[src/des_rf_pkg.sv]
`timescale 1ns / 1ps
// ----------------------------------------------------------------------------
// DES round function package
// Bit selection tables for the E expansion and the P permutation, and the
// contents of the eight standard S-boxes.
// ----------------------------------------------------------------------------
package des_rf_pkg;

   // Field widths.
   localparam int HalfWidth  = 32;
   localparam int KeyWidth   = 48;
   localparam int NumBoxes   = 8;
   localparam int BoxInWidth = 6;
   localparam int BoxOutWidth = 4;

   typedef logic [HalfWidth-1:0] half_type;
   typedef logic [KeyWidth-1:0]  key_type;

   // Source bit (vector index, 0 is least significant) of each expanded bit.
   // Entry 0 gives the most significant expanded bit.
   localparam logic [4:0] E_SRC [KeyWidth] = '{
      5'd0,  5'd31, 5'd30, 5'd29, 5'd28, 5'd27, 5'd28, 5'd27,
      5'd26, 5'd25, 5'd24, 5'd23, 5'd24, 5'd23, 5'd22, 5'd21,
      5'd20, 5'd19, 5'd20, 5'd19, 5'd18, 5'd17, 5'd16, 5'd15,
      5'd16, 5'd15, 5'd14, 5'd13, 5'd12, 5'd11, 5'd12, 5'd11,
      5'd10, 5'd9,  5'd8,  5'd7,  5'd8,  5'd7,  5'd6,  5'd5,
      5'd4,  5'd3,  5'd4,  5'd3,  5'd2,  5'd1,  5'd0,  5'd31
   };

   // Source bit of each permuted bit, entry 0 gives the most significant bit.
   localparam logic [4:0] P_SRC [HalfWidth] = '{
      5'd16, 5'd25, 5'd12, 5'd11, 5'd3,  5'd20, 5'd4,  5'd15,
      5'd31, 5'd17, 5'd9,  5'd6,  5'd27, 5'd14, 5'd1,  5'd22,
      5'd30, 5'd24, 5'd8,  5'd18, 5'd0,  5'd5,  5'd29, 5'd23,
      5'd13, 5'd19, 5'd2,  5'd26, 5'd10, 5'd21, 5'd28, 5'd7
   };

   // S-box contents, addressed by {row, column}.
   localparam logic [3:0] SBOX [NumBoxes][64] = '{
      '{4'd14,4'd4,4'd13,4'd1,4'd2,4'd15,4'd11,4'd8,4'd3,4'd10,4'd6,4'd12,4'd5,4'd9,4'd0,4'd7,
        4'd0,4'd15,4'd7,4'd4,4'd14,4'd2,4'd13,4'd1,4'd10,4'd6,4'd12,4'd11,4'd9,4'd5,4'd3,4'd8,
        4'd4,4'd1,4'd14,4'd8,4'd13,4'd6,4'd2,4'd11,4'd15,4'd12,4'd9,4'd7,4'd3,4'd10,4'd5,4'd0,
        4'd15,4'd12,4'd8,4'd2,4'd4,4'd9,4'd1,4'd7,4'd5,4'd11,4'd3,4'd14,4'd10,4'd0,4'd6,4'd13},
      '{4'd15,4'd1,4'd8,4'd14,4'd6,4'd11,4'd3,4'd4,4'd9,4'd7,4'd2,4'd13,4'd12,4'd0,4'd5,4'd10,
        4'd3,4'd13,4'd4,4'd7,4'd15,4'd2,4'd8,4'd14,4'd12,4'd0,4'd1,4'd10,4'd6,4'd9,4'd11,4'd5,
        4'd0,4'd14,4'd7,4'd11,4'd10,4'd4,4'd13,4'd1,4'd5,4'd8,4'd12,4'd6,4'd9,4'd3,4'd2,4'd15,
        4'd13,4'd8,4'd10,4'd1,4'd3,4'd15,4'd4,4'd2,4'd11,4'd6,4'd7,4'd12,4'd0,4'd5,4'd14,4'd9},
      '{4'd10,4'd0,4'd9,4'd14,4'd6,4'd3,4'd15,4'd5,4'd1,4'd13,4'd12,4'd7,4'd11,4'd4,4'd2,4'd8,
        4'd13,4'd7,4'd0,4'd9,4'd3,4'd4,4'd6,4'd10,4'd2,4'd8,4'd5,4'd14,4'd12,4'd11,4'd15,4'd1,
        4'd13,4'd6,4'd4,4'd9,4'd8,4'd15,4'd3,4'd0,4'd11,4'd1,4'd2,4'd12,4'd5,4'd10,4'd14,4'd7,
        4'd1,4'd10,4'd13,4'd0,4'd6,4'd9,4'd8,4'd7,4'd4,4'd15,4'd14,4'd3,4'd11,4'd5,4'd2,4'd12},
      '{4'd7,4'd13,4'd14,4'd3,4'd0,4'd6,4'd9,4'd10,4'd1,4'd2,4'd8,4'd5,4'd11,4'd12,4'd4,4'd15,
        4'd13,4'd8,4'd11,4'd5,4'd6,4'd15,4'd0,4'd3,4'd4,4'd7,4'd2,4'd12,4'd1,4'd10,4'd14,4'd9,
        4'd10,4'd6,4'd9,4'd0,4'd12,4'd11,4'd7,4'd13,4'd15,4'd1,4'd3,4'd14,4'd5,4'd2,4'd8,4'd4,
        4'd3,4'd15,4'd0,4'd6,4'd10,4'd1,4'd13,4'd8,4'd9,4'd4,4'd5,4'd11,4'd12,4'd7,4'd2,4'd14},
      '{4'd2,4'd12,4'd4,4'd1,4'd7,4'd10,4'd11,4'd6,4'd8,4'd5,4'd3,4'd15,4'd13,4'd0,4'd14,4'd9,
        4'd14,4'd11,4'd2,4'd12,4'd4,4'd7,4'd13,4'd1,4'd5,4'd0,4'd15,4'd10,4'd3,4'd9,4'd8,4'd6,
        4'd4,4'd2,4'd1,4'd11,4'd10,4'd13,4'd7,4'd8,4'd15,4'd9,4'd12,4'd5,4'd6,4'd3,4'd0,4'd14,
        4'd11,4'd8,4'd12,4'd7,4'd1,4'd14,4'd2,4'd13,4'd6,4'd15,4'd0,4'd9,4'd10,4'd4,4'd5,4'd3},
      '{4'd12,4'd1,4'd10,4'd15,4'd9,4'd2,4'd6,4'd8,4'd0,4'd13,4'd3,4'd4,4'd14,4'd7,4'd5,4'd11,
        4'd10,4'd15,4'd4,4'd2,4'd7,4'd12,4'd9,4'd5,4'd6,4'd1,4'd13,4'd14,4'd0,4'd11,4'd3,4'd8,
        4'd9,4'd14,4'd15,4'd5,4'd2,4'd8,4'd12,4'd3,4'd7,4'd0,4'd4,4'd10,4'd1,4'd13,4'd11,4'd6,
        4'd4,4'd3,4'd2,4'd12,4'd9,4'd5,4'd15,4'd10,4'd11,4'd14,4'd1,4'd7,4'd6,4'd0,4'd8,4'd13},
      '{4'd4,4'd11,4'd2,4'd14,4'd15,4'd0,4'd8,4'd13,4'd3,4'd12,4'd9,4'd7,4'd5,4'd10,4'd6,4'd1,
        4'd13,4'd0,4'd11,4'd7,4'd4,4'd9,4'd1,4'd10,4'd14,4'd3,4'd5,4'd12,4'd2,4'd15,4'd8,4'd6,
        4'd1,4'd4,4'd11,4'd13,4'd12,4'd3,4'd7,4'd14,4'd10,4'd15,4'd6,4'd8,4'd0,4'd5,4'd9,4'd2,
        4'd6,4'd11,4'd13,4'd8,4'd1,4'd4,4'd10,4'd7,4'd9,4'd5,4'd0,4'd15,4'd14,4'd2,4'd3,4'd12},
      '{4'd13,4'd2,4'd8,4'd4,4'd6,4'd15,4'd11,4'd1,4'd10,4'd9,4'd3,4'd14,4'd5,4'd0,4'd12,4'd7,
        4'd1,4'd15,4'd13,4'd8,4'd10,4'd3,4'd7,4'd4,4'd12,4'd5,4'd6,4'd11,4'd0,4'd14,4'd9,4'd2,
        4'd7,4'd11,4'd4,4'd1,4'd9,4'd12,4'd14,4'd2,4'd0,4'd6,4'd10,4'd13,4'd15,4'd3,4'd5,4'd8,
        4'd2,4'd1,4'd14,4'd7,4'd4,4'd10,4'd8,4'd13,4'd15,4'd12,4'd9,4'd0,4'd3,4'd5,4'd6,4'd11}
   };

   // Handshake state between the input stage and the result stage.
   typedef struct packed {
      logic in_full;
      logic out_full;
      logic out_stall;
   } pipe_ctl_type;

endpackage

[src/des_rf_sbox_layer.sv]
`timescale 1ns / 1ps
// ----------------------------------------------------------------------------
// DES S-box layer
// Splits the 48-bit key-mixed word into eight 6-bit groups and looks each
// up in its S-box, first group and S1 at the most significant end.
// ----------------------------------------------------------------------------
module des_rf_sbox_layer (
   input  des_rf_pkg::key_type  mixed,
   output des_rf_pkg::half_type subst
);

   // Outer bits pick the row, middle bits pick the column.
   always_comb begin
      logic [5:0] six;
      subst = '0;
      for (int g = 0; g < des_rf_pkg::NumBoxes; g++) begin
         six = mixed[des_rf_pkg::KeyWidth - 1 - des_rf_pkg::BoxInWidth * g -:
                     des_rf_pkg::BoxInWidth];
         subst[des_rf_pkg::HalfWidth - 1 - des_rf_pkg::BoxOutWidth * g -:
               des_rf_pkg::BoxOutWidth] = des_rf_pkg::SBOX[g][{six[5], six[0], six[4:1]}];
      end
   end

endmodule

[src/des_rf_f_logic.sv]
`timescale 1ns / 1ps
// ----------------------------------------------------------------------------
// DES f function datapath
// Expansion, key mix, S-box layer and P permutation, all combinational.
// ----------------------------------------------------------------------------
module des_rf_f_logic (
   input  des_rf_pkg::half_type right_half,
   input  des_rf_pkg::key_type  round_key,
   output des_rf_pkg::half_type f_output
);

   des_rf_pkg::key_type  expanded;
   des_rf_pkg::key_type  mixed;
   des_rf_pkg::half_type subst;

   // The E table duplicates the edge bits of each nibble.
   always_comb begin
      for (int i = 0; i < des_rf_pkg::KeyWidth; i++) begin
         expanded[des_rf_pkg::KeyWidth - 1 - i] = right_half[des_rf_pkg::E_SRC[i]];
      end
   end

   assign mixed = expanded ^ round_key;

   des_rf_sbox_layer u_sbox (
      .mixed (mixed),
      .subst (subst)
   );

   // The P permutation is a fixed rewiring of the S-box outputs.
   always_comb begin
      for (int i = 0; i < des_rf_pkg::HalfWidth; i++) begin
         f_output[des_rf_pkg::HalfWidth - 1 - i] = subst[des_rf_pkg::P_SRC[i]];
      end
   end

endmodule

[src/des_round_function.sv]
`timescale 1ns / 1ps
// ----------------------------------------------------------------------------
// DES round function
// Computes f(R, K) = P(S(E(R) xor K)) with an input register and a result
// register around the combinational datapath.
// ----------------------------------------------------------------------------
//  Channel | Direction | Ports                                 | Handshake
//  req     | in        | req_right_half, req_round_key         | req_valid / req_stall
//  rsp     | out       | rsp_f_output                          | rsp_valid / rsp_stall
//
// One transaction is accepted every cycle while req_stall is low; each passes
// through the input register and then the result register.
// Reset clears both stage valid bits and holds req_stall high.
// A result stall backs up into the input stage only once both stages hold
// a transaction, so one more transaction is taken while a result waits.
// ----------------------------------------------------------------------------
module des_round_function (
   input  logic                 clock,
   input  logic                 reset,
   input  logic                 req_valid,
   output logic                 req_stall,
   input  des_rf_pkg::half_type req_right_half,
   input  des_rf_pkg::key_type  req_round_key,
   output logic                 rsp_valid,
   input  logic                 rsp_stall,
   output des_rf_pkg::half_type rsp_f_output
);

   des_rf_pkg::pipe_ctl_type ctl;

   logic                 in_valid_ff, in_valid_in;
   des_rf_pkg::half_type half_ff;
   des_rf_pkg::key_type  key_ff;
   logic                 out_valid_ff, out_valid_in;
   des_rf_pkg::half_type f_ff, f_in;
   logic                 out_load;
   logic                 in_load;

   assign ctl.in_full   = in_valid_ff;
   assign ctl.out_full  = out_valid_ff;
   assign ctl.out_stall = rsp_stall;

   // The result stage loads when it is empty or its transaction leaves.
   assign out_load  = !ctl.out_full || !ctl.out_stall;
   assign req_stall = reset || (ctl.in_full && !out_load);
   assign in_load   = req_valid && !req_stall;

   always_comb begin
      in_valid_in  = in_load || (ctl.in_full && !out_load);
      out_valid_in = out_load ? ctl.in_full : ctl.out_full;
   end

   // Stage valid bits.
   always_ff @(posedge clock) begin
      if (reset) begin
         in_valid_ff  <= 1'b0;
         out_valid_ff <= 1'b0;
      end else begin
         in_valid_ff  <= in_valid_in;
         out_valid_ff <= out_valid_in;
      end
   end

   // Input payload register.
   always_ff @(posedge clock) begin
      if (in_load) begin
         half_ff <= req_right_half;
         key_ff  <= req_round_key;
      end
   end

   des_rf_f_logic u_f (
      .right_half (half_ff),
      .round_key  (key_ff),
      .f_output   (f_in)
   );

   // Result payload register.
   always_ff @(posedge clock) begin
      if (out_load && ctl.in_full) begin
         f_ff <= f_in;
      end
   end

   assign rsp_valid    = out_valid_ff;
   assign rsp_f_output = f_ff;

endmodule

[config.mk]
export PLATFORM = sky130hd
export DESIGN_NAME = des_round_function
export DESIGN_NICKNAME = d
export VERILOG_FILES = /design/src/des_rf_pkg.sv /design/src/des_rf_sbox_layer.sv /design/src/des_rf_f_logic.sv /design/src/des_round_function.sv
export SDC_FILE = /design/constraint.sdc
export NUM_CORES = 1
export LEC_CHECK = 0
export BUFFER_PORTS_ARGS = -buffer_cell sky130_fd_sc_hd__clkbuf_2
export CAP_MARGIN = 5
export CORE_AREA = 2 2 172 174
export CTS_CLUSTER_DIAMETER = 80
export CTS_CLUSTER_SIZE = 20
export DETAILED_ROUTE_END_ITERATION = 8
export DIE_AREA = 0 0 174 176
export PLACE_DENSITY = 0.52
export SLEW_MARGIN = 20
export SYNTH_ARGS = -nofsm -noshare
export SYNTH_HDL_FRONTEND = slang
export SYNTH_HIERARCHICAL = 1
export SYNTH_SLANG_ARGS = --single-unit
[constraint.sdc]
create_clock -name clock -period 3.9 [get_ports clock]
set_clock_uncertainty 0.1 [all_clocks]
set_input_delay 0.39 -clock clock [delete_from_list [all_inputs] [get_ports clock]]
set_output_delay 0.39 -clock clock [all_outputs]
set_load 0.02 [all_outputs]
==> qor.yml, run 1 <==
status: "finished, final reports clean"
place_area_um2: 9650
fin_area_um2: 10300
leakage_nw: 4.09
die_x_um: 174
first_pass_iters: 5
initialDrtViolationCount: 612
synth_seq_cells: 114
antenna_left: 0
critPathArrivalTime_ns: 3.17
async_reset_ff_share_pct: 0
grt_pass1_vias: 5969
dp.final_hpwl_um: 13200
yosys.area_share.adder_pct: 9.32
seqPwrFrac_pct: 34.0
avgViaCountPerCell: 4.87
required_ns: 3.95
chipHeight_um: 176
synth_top_area_share_pct: 39.3
synth_xor_area_share_pct: 6.85
worst_pin_slew_ns: 1.02
peakVddDrop_mv: 0.252
setup_tns_ns: 0
synthTopCellsByCount: "112 x edfxtp_1, 66 x o21ai_0, 63 x a21oi_1, 63 x ha_1, 63 x nand2_1"
synth.mux.area_fraction_pct: 6.50
power_frac_comb_pct: 23.5
period_share_pct: 79.8
pin_count: 118
finalNetCount: 1120
min_period_ns: 3.11
place_congestion: 0.790
slew_violations: 0
yosysSeqAreaShare_pct: 39.7
numCtsBuffers: 17
grt_use_total_pct: 12.6
wl_um: 19000
setup_viol: 0
rows: 62
area_growth_pct: 20.5
clk_pin_slew_ns: 0.06
p_sw_share_pct: 27.6
n_antenna_cell: 0
cap_violations: 0
synthesis.area_um2: 8570
synthesis.nets: 1017
htreeDepth: 4
slew_headroom_pct: 32.1
fmax_mhz: 321
crit_chain: "xor2_1 > inv_1 > ha_1 > nand2b_1 > o21ai_0 > mux2i_1 > mux4_2"
power.internal_mw: 3.12
drc_errors: 0
port_buffers: 117
synth_compound_area_share_pct: 20.6
ys.flop_type: "edfxtp_1"
crit_family: "XOR/XNOR gates"
preCtsSetupSlack_ns: 0.791
avgRoutedWirePerCell_um: 13.9
grt_pass1_wl_um: 31200
holdBufCountCts: 0
crit_buf_inv: 1
die_area_um2: 30600
power.switching_mw: 1.19
grt_max_degree: 52
critPathMaxFanout: 11
hold_viol: 0
synth.distinct_cells: 68
synth-simple-area-share_pct: 11.2
vias: 6670
antenna_found_initial: 0
critPathKind: "flop to flop"
syn_inst: 870
synth_top_area_cell: "edfxtp_1"
yosys-top-cells-area: "edfxtp_1 39%, ha_1 9.2%, xor2_1 6.0%"
synth_top_family_by_area: "compound AO/OA/AOI/OAI gates"
synthMostInstantiatedCell: "edfxtp_1"
cts_setup_buffers: 0
power_per_cell_area_nw_per_um2: 418
cts_sinks: 114
start_util_pct: 30.0
avgSynthCellArea_um2: 9.85
clk_latency_ns: 0.42
drive_above_1_share_pct: 21.8
core_um2: 28500
grt_overflow_total: 0
cts-root-buf: "clkbuf_16"
grt_setup_unrepaired: "no"
hold_class: "primary input to flop"
end_kind: "flop"
clkPwrFrac_pct: 42.5
clockBufferDepth: 2
synth_edf_count: 112
ctsResizeCount: 0
cts_tree: "done"
setup.worst_path.start_class: "flop"
yosysWarnings: 6
slowest_delay_ns: 0.63
n_fill_cell: 2919
fin_ws_ns: 0.787
slowest_stage: "xor2_1"
==> area by class of cell <==
class,instances,area [um^2],share of cell area [%]
clock buffer,21,440,4.27
clock inverter,11,233,2.25
inverter,34,128,1.24
multi-input combinational,645,4720,45.8
sequential,114,3400,33.0
tap,384,480,4.65
timing repair buffer,161,916,8.87
==> power groups by stage <==
stage	sequential, mW	clock (mW)	combinational, mW
after floorplan	1.53	0	0.729
after global placement	1.49	0	1.01
after detailed placement	1.49	0	1.01
after CTS	1.47	1.90	1.01
after global routing	1.47	1.95	1.14
final	1.47	1.83	1.01
==> routing by layer <==
metal  vias to the layer above  GRT usage [%]  routed length [um]  share of wire (%)
li1                       3426              -                   -                  -
met1                      3088           17.4                9280                 49
met2                       140           19.7                8770                 46
met3                        16           2.86                 674                3.5
met4                         0           4.17                 287                1.5
met5                         -              0                   0                  0
==> placed cells by master, fill, tap and decap left out, types with 10 or more instances in the layout <==
master       n
a211oi_1    32
a21oi_1     63
a31oi_1     14
buf_4       44
clkbuf_16   17
clkbuf_2   117
edfxtp_1   112
ha_1        63
inv_1       33
mux2i_1     23
mux4_2      13
nand2_1     63
nand2b_1    11
nand3_1     10
nor2_1      56
nor2b_1     19
nor3_1      19
o211ai_1    19
o21ai_0     66
xor2_1      54
==> sequential cells by signal, indices dropped and copies added, names as in the netlist <==
name          count
half_ff          32
rsp_valid         1
key_ff           48
in_valid_ff       1
rsp_f_output     32
==> cells by family after synthesis <==
kind of cell / after synthesis
AO/OA/AOI/OAI: 271
AND/OR/NAND/NOR: 204
flip-flops: 114
buffers and inverters: 111
XOR/XNOR: 67
adder cells (fa/ha/maj): 64
multiplexers: 39
==> through the flow <==
| stage | power [mW] | std cells | util [%] | hold slack [ns] |
|---|---|---|---|---|
| finish | 4.31 | 1370 | 36.2 | 0.0434 |
| floorplan | 2.26 | 870 | - | 0.359 |
| global placement | 2.50 | 1338 | 33.8 | 0.402 |
| global route | 4.56 | 1370 | 36.2 | 0.0157 |
| detailed placement | 2.50 | 1338 | 33.8 | 0.407 |
| CTS | 4.38 | 1370 | 36.2 | 0.0187 |
==> worst paths after layout <==
kind | startpoint | end | slack (ns) | cells after the start
worst min register to register | in_valid_ff$_SDFF_PP0_ | in_valid_ff$_SDFF_PP0_ | 0.41 | 2
worst min-delay path | req_round_key[16] | key_ff[16]$_DFFE_PP_ | 0.04 | 1
worst max-delay path | half_ff[4]$_DFFE_PP_ | rsp_f_output[0]$_DFFE_PP_ | 0.79 | 7
worst max register to register | half_ff[4]$_DFFE_PP_ | rsp_f_output[0]$_DFFE_PP_ | 0.79 | 7
Power figures use the tool's default switching activity.
==> inputs of run 2 (changes only) <==
clock period = 2.92 ns   (was 3.9 ns; I/O delays follow)
==> qor.yml, run 2 (same netlist as run 1, synthesis figures left out) <==
antenna_left: 0  # unchanged
clk_latency_ns: 0.42  # about the same
dp.final_hpwl_um: 13800  # was 13200 um
vias: 7042  # was 6670
seqPwrFrac_pct: 34.4  # was 34.0%
grt_use_total_pct: 13.3  # was 12.6%
crit_buf_inv: 1  # unchanged
power.switching_mw: 1.62  # was 1.19 mW
die_x_um: 174  # unchanged
final_common_cell: "clkbuf_2"  # unchanged
leakage_nw: 4.48  # was 4.09 nW
required_ns: 2.99  # was 3.95 ns
largest_register_ffs: 48  # unchanged
grt_setup_unrepaired: "no"  # unchanged
p_sw_share_pct: 28.3  # was 27.6%
cap_violations: 0  # unchanged
start_util_pct: 30.0  # unchanged
slowest_stage: "xor2_1"  # unchanged
initialDrtViolationCount: 670  # was 612
grt_overflow_total: 0  # unchanged
peakVddDrop_mv: 0.306  # was 0.252 mV
die_area_um2: 30600  # unchanged
period_share_pct: 90.2  # was 79.8%
power_frac_comb_pct: 25.8  # was 23.5%
cts_sinks: 114  # unchanged
hold_class: "primary input to flop"  # unchanged
crit_chain: "xor2_1 > inv_1 > ha_1 > mux4_2 > nor2_1 > a211oi_1 > a21o_1"  # was xor2_1 > inv_1 > ha_1 > nand2b_1 > o21ai_0 > mux2i_1 > mux4_2
final_cell_mix: "117 x clkbuf_2, 112 x edfxtp_1, 81 x dlygate4sd3_1, 66 x o21ai_0"  # was 117 x clkbuf_2, 112 x edfxtp_1, 66 x o21ai_0
end_kind: "flop"  # unchanged
core_um2: 28500  # unchanged
power_per_cell_area_nw_per_um2: 508  # was 418 nW/um^2
setup_viol: 0  # unchanged
place_congestion: 0.846  # was 0.790
grt_pass1_wl_um: 33100  # was 31200 um
regMostFlops: "key_ff"  # unchanged
critPathKind: "flop to flop"  # unchanged
power.internal_mw: 4.09  # was 3.12 mW
port_buffers: 117  # unchanged
critPathMaxFanout: 9  # was 11
worst_pin_slew_ns: 0.860  # was 1.02 ns
clockBufferDepth: 2  # unchanged
slew_headroom_pct: 42.6  # was 32.1%
crit_family: "XOR/XNOR gates"  # unchanged
first_pass_iters: 5  # unchanged
multiInputGateArea_um2: 4750  # was 4720 um^2
critPathArrivalTime_ns: 2.71  # was 3.17 ns
rows: 62  # unchanged
fmax_mhz: 379  # was 321 MHz
pin_count: 118  # unchanged
status: "finished, final reports clean"  # unchanged
numCtsBuffers: 17  # unchanged
slew_violations: 0  # unchanged
setup_tns_ns: 0  # unchanged
slowest_delay_ns: 0.55  # was 0.63 ns
ctsResizeCount: 0  # unchanged
grt_pass1_vias: 6719  # was 5969
cts_tree: "done"  # unchanged
drc_errors: 0  # unchanged
drive_above_1_share_pct: 21.5  # was 21.8%
holdBufCountCts: 81  # was 0
setup.worst_path.start_class: "flop"  # unchanged
cts-root-buf: "clkbuf_16"  # unchanged
grt_max_degree: 44  # was 52
seq_area_um2: 3400  # unchanged
finalNetCount: 1216  # was 1120
clkPwrFrac_pct: 39.8  # was 42.5%
wl_um: 20100  # was 19000 um
min_period_ns: 2.64  # was 3.11 ns
htreeDepth: 4  # unchanged
hold_viol: 0  # unchanged
area_growth_pct: 31.1  # was 20.5%
cts_setup_buffers: 0  # unchanged
avgViaCountPerCell: 4.80  # was 4.87
clk_pin_slew_ns: 0.05  # was 0.06 ns
antenna_found_initial: 0  # unchanged
post-route-util_pct: 39.4  # was 36.2%
chipHeight_um: 176  # unchanged
avgRoutedWirePerCell_um: 13.7  # was 13.9 um
n_fill_cell: 2841  # was 2919
[run 2: cell types whose count changed in the layout (fill, tap and decap cells not counted), sizes merged]
cell and change:
buf +15, bufinv -2, clkinv +1, clkinvlp +1, diode +1, dlygate4sd3 +81
[run 2: metrics by stage]
| step | hold slack, ns | cell area [um^2] | std cells | total power, mW | setup slack (ns) |
|---|---|---|---|---|---|
| final | 0.0862 | 11200 | 1467 | 5.71 | 0.285 |
| after global routing | 0.0976 | 11200 | 1466 | 6.03 | 0.114 |
| after CTS | 0.0578 | 11200 | 1466 | 5.77 | 0.283 |
| after detailed placement | 0.371 | 9800 | 1353 | 3.38 | 0.288 |
| after global placement | 0.369 | 9800 | 1353 | 3.38 | 0.348 |
| after floorplan | 0.261 | 8570 | 870 | 3.01 | 0.113 |
[run 2: cell type report]
type                            count  share of cell area (%)
Multi-Input combinational cell    645                    42.2
Sequential cell                   114                    30.3
Timing Repair Buffer              257                    16.5
Tap cell                          384                    4.28
Clock buffer                       21                    3.92
Clock inverter                     11                    1.65
Inverter                           34                    1.14
Antenna cell                        1                  0.0223
[run 2: final timing paths]
kind,depth (start not counted),startpoint,slack [ns],to
setup / recovery,7,key_ff[26]$_DFFE_PP_,0.28,rsp_f_output[6]$_DFFE_PP_
hold / removal,3,req_valid,0.09,in_valid_ff$_SDFF_PP0_
setup reg to reg,7,key_ff[26]$_DFFE_PP_,0.28,rsp_f_output[6]$_DFFE_PP_
hold reg to reg,2,in_valid_ff$_SDFF_PP0_,0.43,in_valid_ff$_SDFF_PP0_
[run 2: power by group through the flow]
stage               clock network [mW]  registers [mW]  logic (mW)
detailed placement                   0            2.00        1.38
global placement                     0            2.00        1.38
finish                            2.27            1.96        1.47
global route                      2.41            1.97        1.65
floorplan                            0            2.04       0.975
CTS                               2.33            1.97        1.48
[run 2: worst register-to-register path, delay by kind of cell (launching register included)]
kind                       cells  cell delay [ns]
and+or+nand+nor                1             0.10
buffers and inverters          1             0.14
adders and majority gates      1             0.41
AOI/OAI and AO/OA              2             0.24
DFF                            1             0.38
xor gates and xnor gates       1             0.55
muxes                          1             0.48
[run 2: metal layers]
metal,wire length (um),vias up,GRT usage (%)
li1,-,3613,-
met1,9430,3257,17.3
met2,9550,147,21.6
met3,680,25,2.73
met4,437,0,5.60
met5,0,-,0
==> inputs of run 3 (changes only) <==
PLACE_DENSITY = unset   (was 0.52)
clock period = 2.15 ns   (was 2.92 ns; I/O delays follow)
==> qor.yml, run 3 (same netlist as run 1, synthesis figures left out) <==
status: "finished, violations left"  # was finished, final reports clean
violations: "setup timing"
power_per_cell_area_nw_per_um2: 646  # was 508 nW/um^2
largest_register_ffs: 48  # unchanged
place_congestion: 0.841  # was 0.846
end_kind: "flop"  # unchanged
n_fill_cell: 2659  # was 2841
finalNetCount: 1319  # was 1216
hold_class: "primary input to flop"  # unchanged
numCtsBuffers: 17  # unchanged
p_total_mw: 8.39  # was 5.71 mW
period_share_pct: 106  # was 90.2%
fin_ws_ns: -0.138  # was 0.285 ns
grt_setup_unrepaired: "yes"  # was no
leakage_nw: 5.15  # was 4.48 nW
setup_viol: 15  # was 0
antenna_left: 0  # unchanged
dp.final_hpwl_um: 15000  # was 13800 um
start_util_pct: 30.0  # unchanged
clk_latency_ns: 0.42  # about the same
hold_viol: 0  # unchanged
final_common_cell: "buf_4"  # was clkbuf_2
setup.worst_path.start_class: "flop"  # unchanged
critPathMaxFanout: 6  # was 9
worst_pin_slew_ns: 0.573  # was 0.860 ns
grt_pass1_vias: 7371  # was 6719
rows: 62  # unchanged
grt_pass1_wl_um: 36100  # was 33100 um
avgViaCountPerCell: 4.82  # was 4.80
peakVddDrop_mv: 0.539  # was 0.306 mV
avgRoutedWirePerCell_um: 14.2  # was 13.7 um
grt_overflow_total: 0  # unchanged
first_pass_iters: 4  # was 5
slew_headroom_pct: 61.7  # was 42.6%
cts_sinks: 114  # unchanged
vias: 7577  # was 7042
fmax_mhz: 437  # was 379 MHz
die_x_um: 174  # unchanged
initialDrtViolationCount: 589  # was 670
htreeDepth: 4  # unchanged
wl_um: 22400  # was 20100 um
grt_max_degree: 46  # was 44
drc_errors: 0  # unchanged
core_um2: 28500  # unchanged
clk_pin_slew_ns: 0.06  # was 0.05 ns
critPathKind: "flop to flop"  # unchanged
required_ns: 2.22  # was 2.99 ns
port_buffers: 117  # unchanged
cts_tree: "done"  # unchanged
cts-root-buf: "clkbuf_16"  # unchanged
drive_above_1_share_pct: 38.5  # was 21.5%
area_growth_pct: 51.6  # was 31.1%
cap_violations: 0  # unchanged
final_cell_mix: "131 x buf_4, 117 x clkbuf_2, 112 x edfxtp_1, 82 x dlygate4sd3_1, 60 x nand2_1"  # was 117 x clkbuf_2, 112 x edfxtp_1, 81 x dlygate4sd3_1, 66 x o21ai_0
die_area_um2: 30600  # unchanged
critPathArrivalTime_ns: 2.35  # was 2.71 ns
regMostFlops: "key_ff"  # unchanged
slew_violations: 0  # unchanged
chipHeight_um: 176  # unchanged
min_period_ns: 2.29  # was 2.64 ns
antenna_found_initial: 2  # was 0
setup_tns_ns: -1.13  # was 0 ns
grt_use_total_pct: 14.5  # was 13.3%
pin_count: 118  # unchanged
clockBufferDepth: 2  # unchanged
==> run 3: changes by cell type in the layout (fill, tap and decap cells not counted), moves of 13 or more <==
cell,change
buf_6,+17
inv_1,-15
o21ai_1,+17
o21ai_0,-26
ha_1,-24
xor2_1,-16
buf_4,+73
ha_4,+13
==> run 3: final cells by class <==
class                      count  area [um^2]  share of cell area [%]
clock inverter                15          205                    1.58
timing repair buffer         360         2840                    21.8
sequential                   114         3410                    26.2
antenna                        2         5.00                  0.0385
tap                          384          480                    3.70
multi-input combinational    645         5460                    42.0
inverter                      34          176                    1.36
clock buffer                  17          425                    3.27
==> run 3: critical path, stage by stage, from the launching register on <==
cell and delay (ns):
edfxtp_1 0.47, xor2_4 0.24, inv_4 0.07, ha_4 0.30
nand2b_4 0.18, o21a_1 0.16, o21ai_2 0.06, mux4_2 0.46
==> run 3: repair_timing <==
item | CTS | global route
buffers inserted | 13 | 19
hold buffers | 82 | 0
pin swaps | 31 | 42
setup endpoints to repair | 21 | 29
gates resized for setup | 45 | 72
hold endpoints to repair | 82 | 0
==> run 3: path summary, 6_finish.rpt <==
check	start	to	slack (ns)	cells after the start
max reg2reg	half_ff[4]$_DFFE_PP_	rsp_f_output[10]$_DFFE_PP_	-0.14	7
max	half_ff[4]$_DFFE_PP_	rsp_f_output[10]$_DFFE_PP_	-0.14	7
min reg2reg	rsp_valid$_SDFFE_PP0P_	in_valid_ff$_SDFF_PP0_	0.44	2
min	rsp_stall	in_valid_ff$_SDFF_PP0_	0.05	3
==> run 3: where the power goes <==
group | total (mW) | switching, mW | internal [mW]
sequential | 2.68 | 0.0626 | 2.61
clock | 3.07 | 1.12 | 1.95
combinational | 2.64 | 1.33 | 1.31
total | 8.39 | 2.52 | 5.87
==> run 3: per-layer routing <==
layer | GRT usage, % | part of all wire, % | up-vias
li1 | - | - | 3818
met1 | 17.6 | 43 | 3564
met2 | 25.3 | 51 | 164
met3 | 2.76 | 3.4 | 31
met4 | 6.20 | 2.2 | 0
met5 | 0 | 0 | -
==> run 3: stage by stage <==
step                setup slack, ns  instances  hold WS, ns  instance area (um^2)  utilization, %
floorplan                    -0.317        870        0.178                  9090               -
global placement             -0.159       1424        0.291                 10800            38.0
detailed placement           -0.171       1424        0.294                 10800            38.0
CTS                          -0.140       1551       0.0134                 12600            44.0
global route                 -0.250       1571       0.0430                 13000            45.5
finish                       -0.138       1571       0.0484                 13000            45.5
